**config.mk**
```make
export PLATFORM = sky130hd
export DESIGN_NAME = quadrature_detent_decoder_unit
export DESIGN_NICKNAME = d
export VERILOG_FILES = /design/src/rtl/core/qdd_pkg.sv /design/src/rtl/core/quadrature_detent_decoder_unit.sv
export SDC_FILE = /design/constraint.sdc
export NUM_CORES = 1
export LEC_CHECK = 0
export BUFFER_PORTS_ARGS = -buffer_cell sky130_fd_sc_hd__buf_2
export CORE_AREA = 4 4 90 92
export DETAILED_ROUTE_END_ITERATION = 10
export DIE_AREA = 0 0 94 96
export GPL_TIMING_DRIVEN = 1
export PLACE_DENSITY = 0.69
export SKIP_CTS_REPAIR_TIMING = 1
export SLEW_MARGIN = 10
export SYNTH_ARGS = -nofsm -noshare
export SYNTH_HDL_FRONTEND = slang
export SYNTH_SLANG_ARGS = --single-unit
```
**constraint.sdc**
```tcl
create_clock -name clk -period 5.3 [get_ports clk]
set_input_delay 0.265 -clock clk [delete_from_list [all_inputs] [get_ports clk]]
set_output_delay 0.265 -clock clk [all_outputs]
set_load 0.01 [all_outputs]
```
**src/rtl/core/qdd_pkg.sv**
```systemverilog
`default_nettype none

package qdd_pkg;

  // Field and state widths
  localparam int DELTA_W   = 16;
  localparam int CFG_W     = 4;
  localparam int QSUM_W    = 5;
  localparam int COUNT_W_DEF = 16;

  // Item operation codes
  localparam logic OP_SAMPLE = 1'b0;
  localparam logic OP_READ   = 1'b1;

  // Reset values
  localparam logic [CFG_W-1:0] QPD_RESET = 4'd4;
  localparam logic [1:0]       PINS_IDLE = 2'b11;

  // Gray-code transition table: {prev A, prev B, new A, new B} -> quarter step
  function automatic logic signed [1:0] quarter_step(input logic [3:0] idx);
    logic signed [1:0] q;
    case (idx)
      4'd1, 4'd7, 4'd8, 4'd14: q = -2'sd1;
      4'd2, 4'd4, 4'd11, 4'd13: q = 2'sd1;
      default: q = 2'sd0;
    endcase
    return q;
  endfunction

endpackage

`default_nettype wire

```
**src/rtl/core/quadrature_detent_decoder_unit.sv**
```systemverilog
// Rotary quadrature decoder with detent counting.
// Input channel (in_valid / in_stall): one beat carries op, pin_a and pin_b.
//   op = sample: the A/B levels are decoded against the previous levels into
//   a quarter step; quarter steps build up until they reach the detent size
//   programmed through the configuration port, then the detent counter moves
//   by one (saturating) and the quarter sum clears. The result delta is 0.
//   op = read: delta returns the detent count (clamped to 16 bits) and the
//   count clears. Pin levels are ignored on a read.
// Output channel (out_valid / out_stall): exactly one delta beat per input.
// An accepted beat's delta is registered in the output register, or in the
// skid register behind a stalled output. Throughput is one item per cycle
// while in_stall is low, set by the single decode-and-add pass per beat.
// A stalled output keeps its beat; one further input beat is still accepted
// into a skid register, and in_stall rises only while that register is full.
// Configuration (cfg_valid / cfg_ready / cfg_data) writes the detent size and
// is always ready; write it only while no beat is in flight.
// Synchronous reset sets the previous pins to both-high, clears the quarter
// sum and the detent count, empties both output registers, and sets size 4.
`default_nettype none

module quadrature_detent_decoder_unit #(
  parameter int COUNT_WIDTH = qdd_pkg::COUNT_W_DEF
) (
  input  wire                                 clk,
  input  wire                                 rst,
  input  wire                                 in_valid,
  output logic                                in_stall,
  input  wire                                 op,
  input  wire                                 pin_a,
  input  wire                                 pin_b,
  output logic                                out_valid,
  input  wire                                 out_stall,
  output logic signed [qdd_pkg::DELTA_W-1:0]  delta,
  input  wire                                 cfg_valid,
  output logic                                cfg_ready,
  input  wire         [qdd_pkg::CFG_W-1:0]    cfg_data
);

  localparam int DW    = qdd_pkg::DELTA_W;
  localparam int QW    = qdd_pkg::QSUM_W;
  localparam int EXT_W = (COUNT_WIDTH > DW) ? COUNT_WIDTH : DW;

  localparam logic signed [COUNT_WIDTH-1:0] CMAX = {1'b0, {(COUNT_WIDTH-1){1'b1}}};
  localparam logic signed [COUNT_WIDTH-1:0] CMIN = ~CMAX;
  localparam logic signed [EXT_W-1:0] DMAX = {{(EXT_W-DW+1){1'b0}}, {(DW-1){1'b1}}};
  localparam logic signed [EXT_W-1:0] DMIN = ~DMAX;

  logic [qdd_pkg::CFG_W-1:0]     qpd;
  logic [1:0]                    prev_pins;
  logic signed [QW-1:0]          quarter_sum;
  logic signed [COUNT_WIDTH-1:0] detent_count;
  logic signed [DW-1:0]          skid_delta;
  logic                          skid_valid;

  logic [1:0]                    pins_now;
  logic signed [1:0]             qstep;
  logic signed [QW:0]            sum_add;
  logic signed [QW:0]            limit_pos;
  logic signed [QW:0]            limit_neg;
  logic signed [QW-1:0]          quarter_sum_next;
  logic signed [COUNT_WIDTH-1:0] detent_count_next;
  logic signed [EXT_W-1:0]       cnt_ext;
  logic signed [DW-1:0]          result;
  logic                          in_acc;
  logic                          out_take;

  assign in_stall  = skid_valid;
  assign cfg_ready = 1'b1;
  assign in_acc    = in_valid && !in_stall;
  assign out_take  = out_valid && !out_stall;

  // Decode the transition and build up quarter steps
  assign pins_now  = {pin_a, pin_b};
  assign qstep     = qdd_pkg::quarter_step({prev_pins, pins_now});
  assign sum_add   = (QW+1)'(quarter_sum) + (QW+1)'(qstep);
  assign limit_pos = signed'({2'b00, qpd});
  assign limit_neg = -limit_pos;

  // Clamp the count to the delta range
  assign cnt_ext = EXT_W'(detent_count);

  always_comb begin
    if (cnt_ext > DMAX) begin
      result = DMAX[DW-1:0];
    end else if (cnt_ext < DMIN) begin
      result = DMIN[DW-1:0];
    end else begin
      result = cnt_ext[DW-1:0];
    end
  end

  // Next sum and count for one beat
  always_comb begin
    quarter_sum_next  = quarter_sum;
    detent_count_next = detent_count;
    if (op == qdd_pkg::OP_READ) begin
      detent_count_next = '0;
    end else if (qstep != 2'sd0) begin
      if (sum_add >= limit_pos) begin
        quarter_sum_next = '0;
        if (detent_count != CMAX) begin
          detent_count_next = detent_count + COUNT_WIDTH'(1);
        end
      end else if (sum_add <= limit_neg) begin
        quarter_sum_next = '0;
        if (detent_count != CMIN) begin
          detent_count_next = detent_count - COUNT_WIDTH'(1);
        end
      end else begin
        quarter_sum_next = sum_add[QW-1:0];
      end
    end
  end

  // Hold decoder state, advance on each accepted beat
  always_ff @(posedge clk) begin
    if (rst) begin
      qpd          <= qdd_pkg::QPD_RESET;
      prev_pins    <= qdd_pkg::PINS_IDLE;
      quarter_sum  <= '0;
      detent_count <= '0;
    end else begin
      if (cfg_valid && cfg_ready) begin
        qpd <= cfg_data;
      end
      if (in_acc) begin
        quarter_sum  <= quarter_sum_next;
        detent_count <= detent_count_next;
        if (op == qdd_pkg::OP_SAMPLE) begin
          prev_pins <= pins_now;
        end
      end
    end
  end

  // Output register with one skid stage behind it
  always_ff @(posedge clk) begin
    if (rst) begin
      out_valid  <= 1'b0;
      skid_valid <= 1'b0;
    end else if (out_take) begin
      if (skid_valid) begin
        delta      <= skid_delta;
        skid_valid <= 1'b0;
      end else if (in_acc) begin
        delta <= (op == qdd_pkg::OP_READ) ? result : '0;
      end else begin
        out_valid <= 1'b0;
      end
    end else if (in_acc) begin
      if (!out_valid) begin
        delta     <= (op == qdd_pkg::OP_READ) ? result : '0;
        out_valid <= 1'b1;
      end else begin
        skid_delta <= (op == qdd_pkg::OP_READ) ? result : '0;
        skid_valid <= 1'b1;
      end
    end
  end

`ifndef SYNTH
  // Skid stage only fills behind a waiting output beat
  a_skid_behind_out: assert property (@(posedge clk) disable iff (rst)
    skid_valid |-> out_valid)
    else $error("skid register full while output register empty");

  // A read clears the detent count
  a_read_clears: assert property (@(posedge clk) disable iff (rst)
    (in_acc && op == qdd_pkg::OP_READ) |=> (detent_count == '0))
    else $error("detent count not cleared after read");

  // Quarter sum never reaches the bottom code
  a_sum_range: assert property (@(posedge clk) disable iff (rst)
    quarter_sum != {1'b1, {(QW-1){1'b0}}})
    else $error("quarter sum out of range");

  // A taken beat with nothing behind it empties the output
  a_out_drains: assert property (@(posedge clk) disable iff (rst)
    (out_take && !skid_valid && !in_acc) |=> !out_valid)
    else $error("output beat repeated");

  // A sample beat leaves a zero delta
  a_sample_zero: assert property (@(posedge clk) disable iff (rst)
    (in_acc && op == qdd_pkg::OP_SAMPLE && !out_valid) |=> (delta == '0))
    else $error("sample beat produced nonzero delta");
`endif

endmodule

`default_nettype wire
```
* Word level (Yosys, flattened, before mapping)
Memories as Yosys holds them, arrays and structs flattened. Cells that the tools add are included.
Operators by class: add/subtract/negate cells 4, $lt $le $gt $ge 4, eq/ne operators 6, mux-type cells 20, bitwise operators 3, reductions and logical operators 18
Operators with widths (number):
- $mux W16 | 14
- $ne A16 B16 Y1 const B | 2
- $add A16 B2 Y16 const B | 1
- $gt A16 B16 Y1 const B | 1
- $lt A16 B16 Y1 const B | 1
- $sub A16 B2 Y16 const B | 1
- $mux W5 | 2
- $reduce_and A4 Y1 | 2
- $reduce_bool A2 Y1 | 4
- $add A5 B2 Y6 | 1
- $ge A6 B5 Y1 | 1
- $le A6 B6 Y1 | 1
- $neg A4 Y6 | 1
- $reduce_and A3 Y1 | 2
- $reduce_bool A3 Y1 | 2
- $reduce_and A5 Y1 | 1
- $mux W1 | 4
- $ne A2 B2 Y1 const B | 2
- $reduce_and A2 Y1 | 2
- $ne A3 B2 Y1 const B | 1
- $not A1 Y1 | 3
- $logic_and A1 B1 Y1 | 2
- $logic_not A1 Y1 | 2
- $ne A2 B1 Y1 const B | 1
- $reduce_or A2 Y1 | 1
Word-level totals: register bits 61, memory bits (read-only) 32, bits of input ports 12, output and inout bits 19, word-level logic and storage cells 64, memories kept 1
Memory list:
- (name not given) | depth 16, bits a word 2, read ports 1, clocked after Yosys merged registers in 0, wr ports 0, RTL line qdd_pkg.sv:22 | case (idx)

* Logic depth before layout (Yosys ltp)
word-level depth 7, mapped depth 24, depth with buffers taken out 24

* Least setup slack after synthesis
Ideal clock, no wire load.
path kind input to register, from input pin_a, to register detent_count[14], in the netlist cnt_ext[14], library setup time 0.117 ns, data arrival time 4.810 ns, path slack 0.373 ns, stages 24, cells stage by stage inv_1 -> ha_1 -> xnor2_1 -> xnor2_1 -> ha_1 -> inv_1 -> fa_1 -> xnor2_1 -> ha_1 -> o21ai_0 -> a21oi_1 -> a211o_1 -> and2_1 -> inv_1 -> ha_1 -> nor2b_1 -> o21ai_0 -> a21oi_1 -> o41ai_1 -> o31ai_1 -> a21o_1 -> a21oi_1 -> xnor2_1 -> a22o_1
On the way: cells in the longest elaborated chain, start to end 6, elaborated cells between the ends (all ways) 13, those cells by class add/sub (1); order compare (2); eq/ne (1); mux (3); reduce/logical (5); memory (1)
Ends and longest elaborated chain:
- from (decl) | RTL line quadrature_detent_decoder_unit.sv:29 | input wire pin_a,
- $mem_v2 Z16 W2 (*)
- $add A5 B2 Y6 | RTL line quadrature_detent_decoder_unit.sv:75 | assign sum_add = (QW+1)'(quarter_sum) + (QW+1)'(qstep);
- $ge A6 B5 Y1 | RTL line quadrature_detent_decoder_unit.sv:99 | if (sum_add >= limit_pos) begin
- $mux W16 | RTL line quadrature_detent_decoder_unit.sv:99
- $mux W16 | RTL line quadrature_detent_decoder_unit.sv:98 | end else if (qstep != 2'sd0) begin
- $mux W16 | RTL line quadrature_detent_decoder_unit.sv:96 | if (op == qdd_pkg::OP_READ) begin
- to (signal assigned) | RTL line quadrature_detent_decoder_unit.sv:128 | detent_count <= detent_count_next;
- to (decl) | RTL line quadrature_detent_decoder_unit.sv:51 | logic signed [COUNT_WIDTH-1:0] detent_count;
Mark *: on every way between the ends. The rest lies on a longest branch, timed or not. The select of a mux whose other input is x is not followed. A chain may end at the register's enable or synchronous reset.

* Worst setup path after layout
from register prev_pins[1], to register detent_count[15], in the netlist cnt_ext[15]
On the way: cells in the longest elaborated chain, start to end 6, elaborated cells between the ends (all ways) 13, those cells by class add/sub (1); order compare (2); eq/ne (1); mux (3); reduce/logical (5); memory (1)
Ends and longest elaborated chain:
- from (decl) | RTL line quadrature_detent_decoder_unit.sv:49 | logic [1:0] prev_pins;
- from (signal assigned) | RTL line quadrature_detent_decoder_unit.sv:119 | prev_pins <= qdd_pkg::PINS_IDLE;
- from (signal assigned) | RTL line quadrature_detent_decoder_unit.sv:130 | prev_pins <= pins_now;
- $mem_v2 Z16 W2 (*)
- $add A5 B2 Y6 | RTL line quadrature_detent_decoder_unit.sv:75
- $ge A6 B5 Y1 | RTL line quadrature_detent_decoder_unit.sv:99
- $mux W16 | RTL line quadrature_detent_decoder_unit.sv:99
- $mux W16 | RTL line quadrature_detent_decoder_unit.sv:98
- $mux W16 | RTL line quadrature_detent_decoder_unit.sv:96
Marked as above.

==> results.cfg <==
[setup_path]
required_ns = 5.52
end_kind = flop
crit_arrival_ns = 5.23
cp_max_fo = 13
rr_worst_depth = 22
cp-start-kind = flop
worstSetupPathType = reg -> reg

[route]
vias_per_cell = 5.387
ant_nets = 0
post-route-drc-count = 0
vias = 2656
drtPass1Iterations = 4
routedWlPerCell_microns = 14.25
drt_iter0_drc = 163
wirelength_mm = 7.025

[sta]
slew_headroom = 0.2221
fin_crit_sh = 0.9457
setup_viol = 0
finalClockSkew_ns = 0.007233
fmax_mhz = 199.5
rsz0062_at_grt = yes
finalHoldViolations = 0
drv_slew = 0
tns_ns = 0
setup_slack_ns = 0.2880
timing.final.crit_period_ns = 5.012
tightest_slew_ns = 1.161

[clock_tree]
clkTransAtPathRegs_ns = 0.07
cts_buffers = 9
clk_path_buf_depth = 2
clk-insertion-delay-late_ns = 0.33
cts_sinks = 61
cts_tree = yes
cts_max_level = 3
cts-root-buf = clkbuf_8

[finish]
n_antenna_cell = 0
final_area_sq_um = 4150
fillers = 644
multiInputGateArea_sq_um = 2002
drive_gt1_frac = 0.1904
nets = 438
register_area_sq_um = 1541
area_growth_pct = 13.75

[power_and_ir_drop]
p_per_area_nw_per_um2 = 345.8
leakage_uw = 0.001774
ir_worst_vdd_mv = 0.1324

[global_route]
grt_pass1_vias = 2520
grt_pass1_wl_mm = 11.76
grt_usage = 0.1669
grt_overflow = 0
grt_max_degree = 29
antenna_found_initial = 0

[synth]
ys_ff_latch = 61
syn_area_sq_um = 3648
synth-edff-count = 32
synth.area.top_cells = edfxtp_1 (26%), dfxtp_1 (16%), ha_1 (12%)
yosysUniqueCellTypes = 50
yosysTopAreaCell = edfxtp_1
synth-main-ff-cell = edfxtp_1
synthArstFlopShare = 0
syn-num-nets = 406
yosysSeqAreaShare = 0.4225
yosys_warnings = 0
avgSynthCellArea_sq_um = 10.22
synth_top_area_frac = 0.2634
syn-instance-count = 357

[die]
initial_utilization = 0.5057
core_sq_um = 7214
rows = 31
die_width_microns = 94
die_h_microns = 96
ioPinCount = 31
die-area_sq_um = 9024

[placement]
numPortBuffers = 29
dpl_cell_area_sq_um = 3909
hpwl_mm = 5.259
place.gp.congestion = 0.8975
dpl_worst_slack_ns = 0.08451

[min_path]
hold_depth = 3
min_path_type = in -> reg

[run_status]
status = finished clean

[flow_run]
drv_cap = 0
## synthesized netlist by cell type (all sizes together) (3+ instances only)
cell type,count
edfxtp,32
nand4,4
nor2,23
nand3,7
and2,21
ha,35
o21ai,12
a22o,5
clkbuf,8
buf,4
a21oi,20
xnor2,12
nand2,16
or3,4
o21bai,6
and3,4
dfxtp,29
inv,23
xor2,5
nor2b,7
nor4,6
a21o,6
nand2b,3
nor3,10
mux2,18
mux2i,5
a22oi,5
a211oi,5
## report_power, final
part / internal [uW] / switching, uW / total (uW)
combinational: 189 / 238 / 426
sequential: 527 / 28.1 / 555
clock: 266 / 188 / 454
## layout by cell type (no fill, tap or decap), drive strengths merged, types with 2 or more instances in the layout
master and count:
bufinv 2, mux2 18, inv 24, a21o 6
nand2 16, a21oi 20, a211oi 5, nand4 4
and2 21, mux2i 5, a31o 2, or3 4
buf 33, nor3 10, nor2b 7, or4 2
a22o 5, xor2 5, nor2 23, edfxtp 32
ha 35, xnor2 12, clkinv 2, nor4 6
and3 4, clkbuf 9, o21bai 6, nand3 7
o21ai 12, a22oi 5, clkinvlp 2, dfxtp 29
nand2b 3, a211o 2, o21a 2, fa 2
## critical path, stage by stage (launching register included)
cell and delay [ns]:
dfxtp_1 0.40, mux4_2 0.65, ha_1 0.37, a21oi_1 0.15, nand2_1 0.12, xor2_2 0.17, ha_1 0.26, o21ai_0 0.07
a21oi_1 0.06, a211o_1 0.31, and2_1 0.20, inv_1 0.10, buf_4 0.21, ha_1 0.30, a21o_1 0.18, o21bai_1 0.16
nor3_1 0.20, a211oi_2 0.13, a211oi_1 0.23, o21bai_1 0.10, xnor2_1 0.19, nor3_1 0.06, a221o_1 0.26
## sequential cells by signal, summed over array words and instances, names as in the netlist
| register | cells |
|---|---|
| delta | 16 |
| in_stall | 1 |
| prev_pins | 2 |
| cnt_ext | 16 |
| qpd | 4 |
| quarter_sum | 5 |
| skid_delta | 16 |
| out_valid | 1 |
## layout make-up
| cell class | count | share of cell area |
|---|---|---|
| multi-input combinational | 261 | 0.4824 |
| sequential | 61 | 0.3714 |
| timing repair buffer | 33 | 0.04221 |
| clock buffer | 9 | 0.02985 |
| tap | 99 | 0.02985 |
| clock inverter | 7 | 0.02352 |
| inverter | 23 | 0.02080 |
## logic make-up after synthesis
group | Yosys count | synth area share
AND/OR/NAND/NOR | 109 | 0.1564
adder cells (fa/ha/maj) | 37 | 0.1310
flip-flops | 61 | 0.4225
multiplexers | 24 | 0.07544
XOR/XNOR | 17 | 0.04081
buffers and inverters | 35 | 0.03738
AO/OA/AOI/OAI | 73 | 0.1355
other | 1 | 0.001028
## per-stage QoR
stage                       util  cells  total power, uW  hold WS (ns)
after floorplan                -    357            887.1        0.3876
after global placement    0.5418    477            973.6        0.4888
after detailed placement  0.5418    477            984.1        0.4963
after CTS                 0.5725    493             1437        0.1386
after global routing      0.5753    493             1525        0.1489
final                     0.5753    493             1435        0.1515
## per-layer routing
| metal | GRT usage | vias to the layer above | share of wire |
|---|---|---|---|
| met5 | 0 | - | 0 |
| met4 | 0.08303 | 0 | 0.022 |
| met3 | 0.03049 | 17 | 0.038 |
| met2 | 0.2543 | 51 | 0.44 |
| met1 | 0.2283 | 1226 | 0.50 |
| li1 | - | 1362 | - |
## final timing paths
check                            start                       end  slack [ns]
min                        cfg_data[2]       qpd[2]$_SDFFE_PP1P_        0.15
max          prev_pins[1]$_SDFFE_PP1P_  cnt_ext[15]$_SDFFE_PP0P_        0.29
min reg2reg   cnt_ext[12]$_SDFFE_PP0P_  cnt_ext[12]$_SDFFE_PP0P_        0.52
max reg2reg  prev_pins[1]$_SDFFE_PP1P_  cnt_ext[15]$_SDFFE_PP0P_        0.29
No activity file was read; power rests on OpenSTA's default activity.
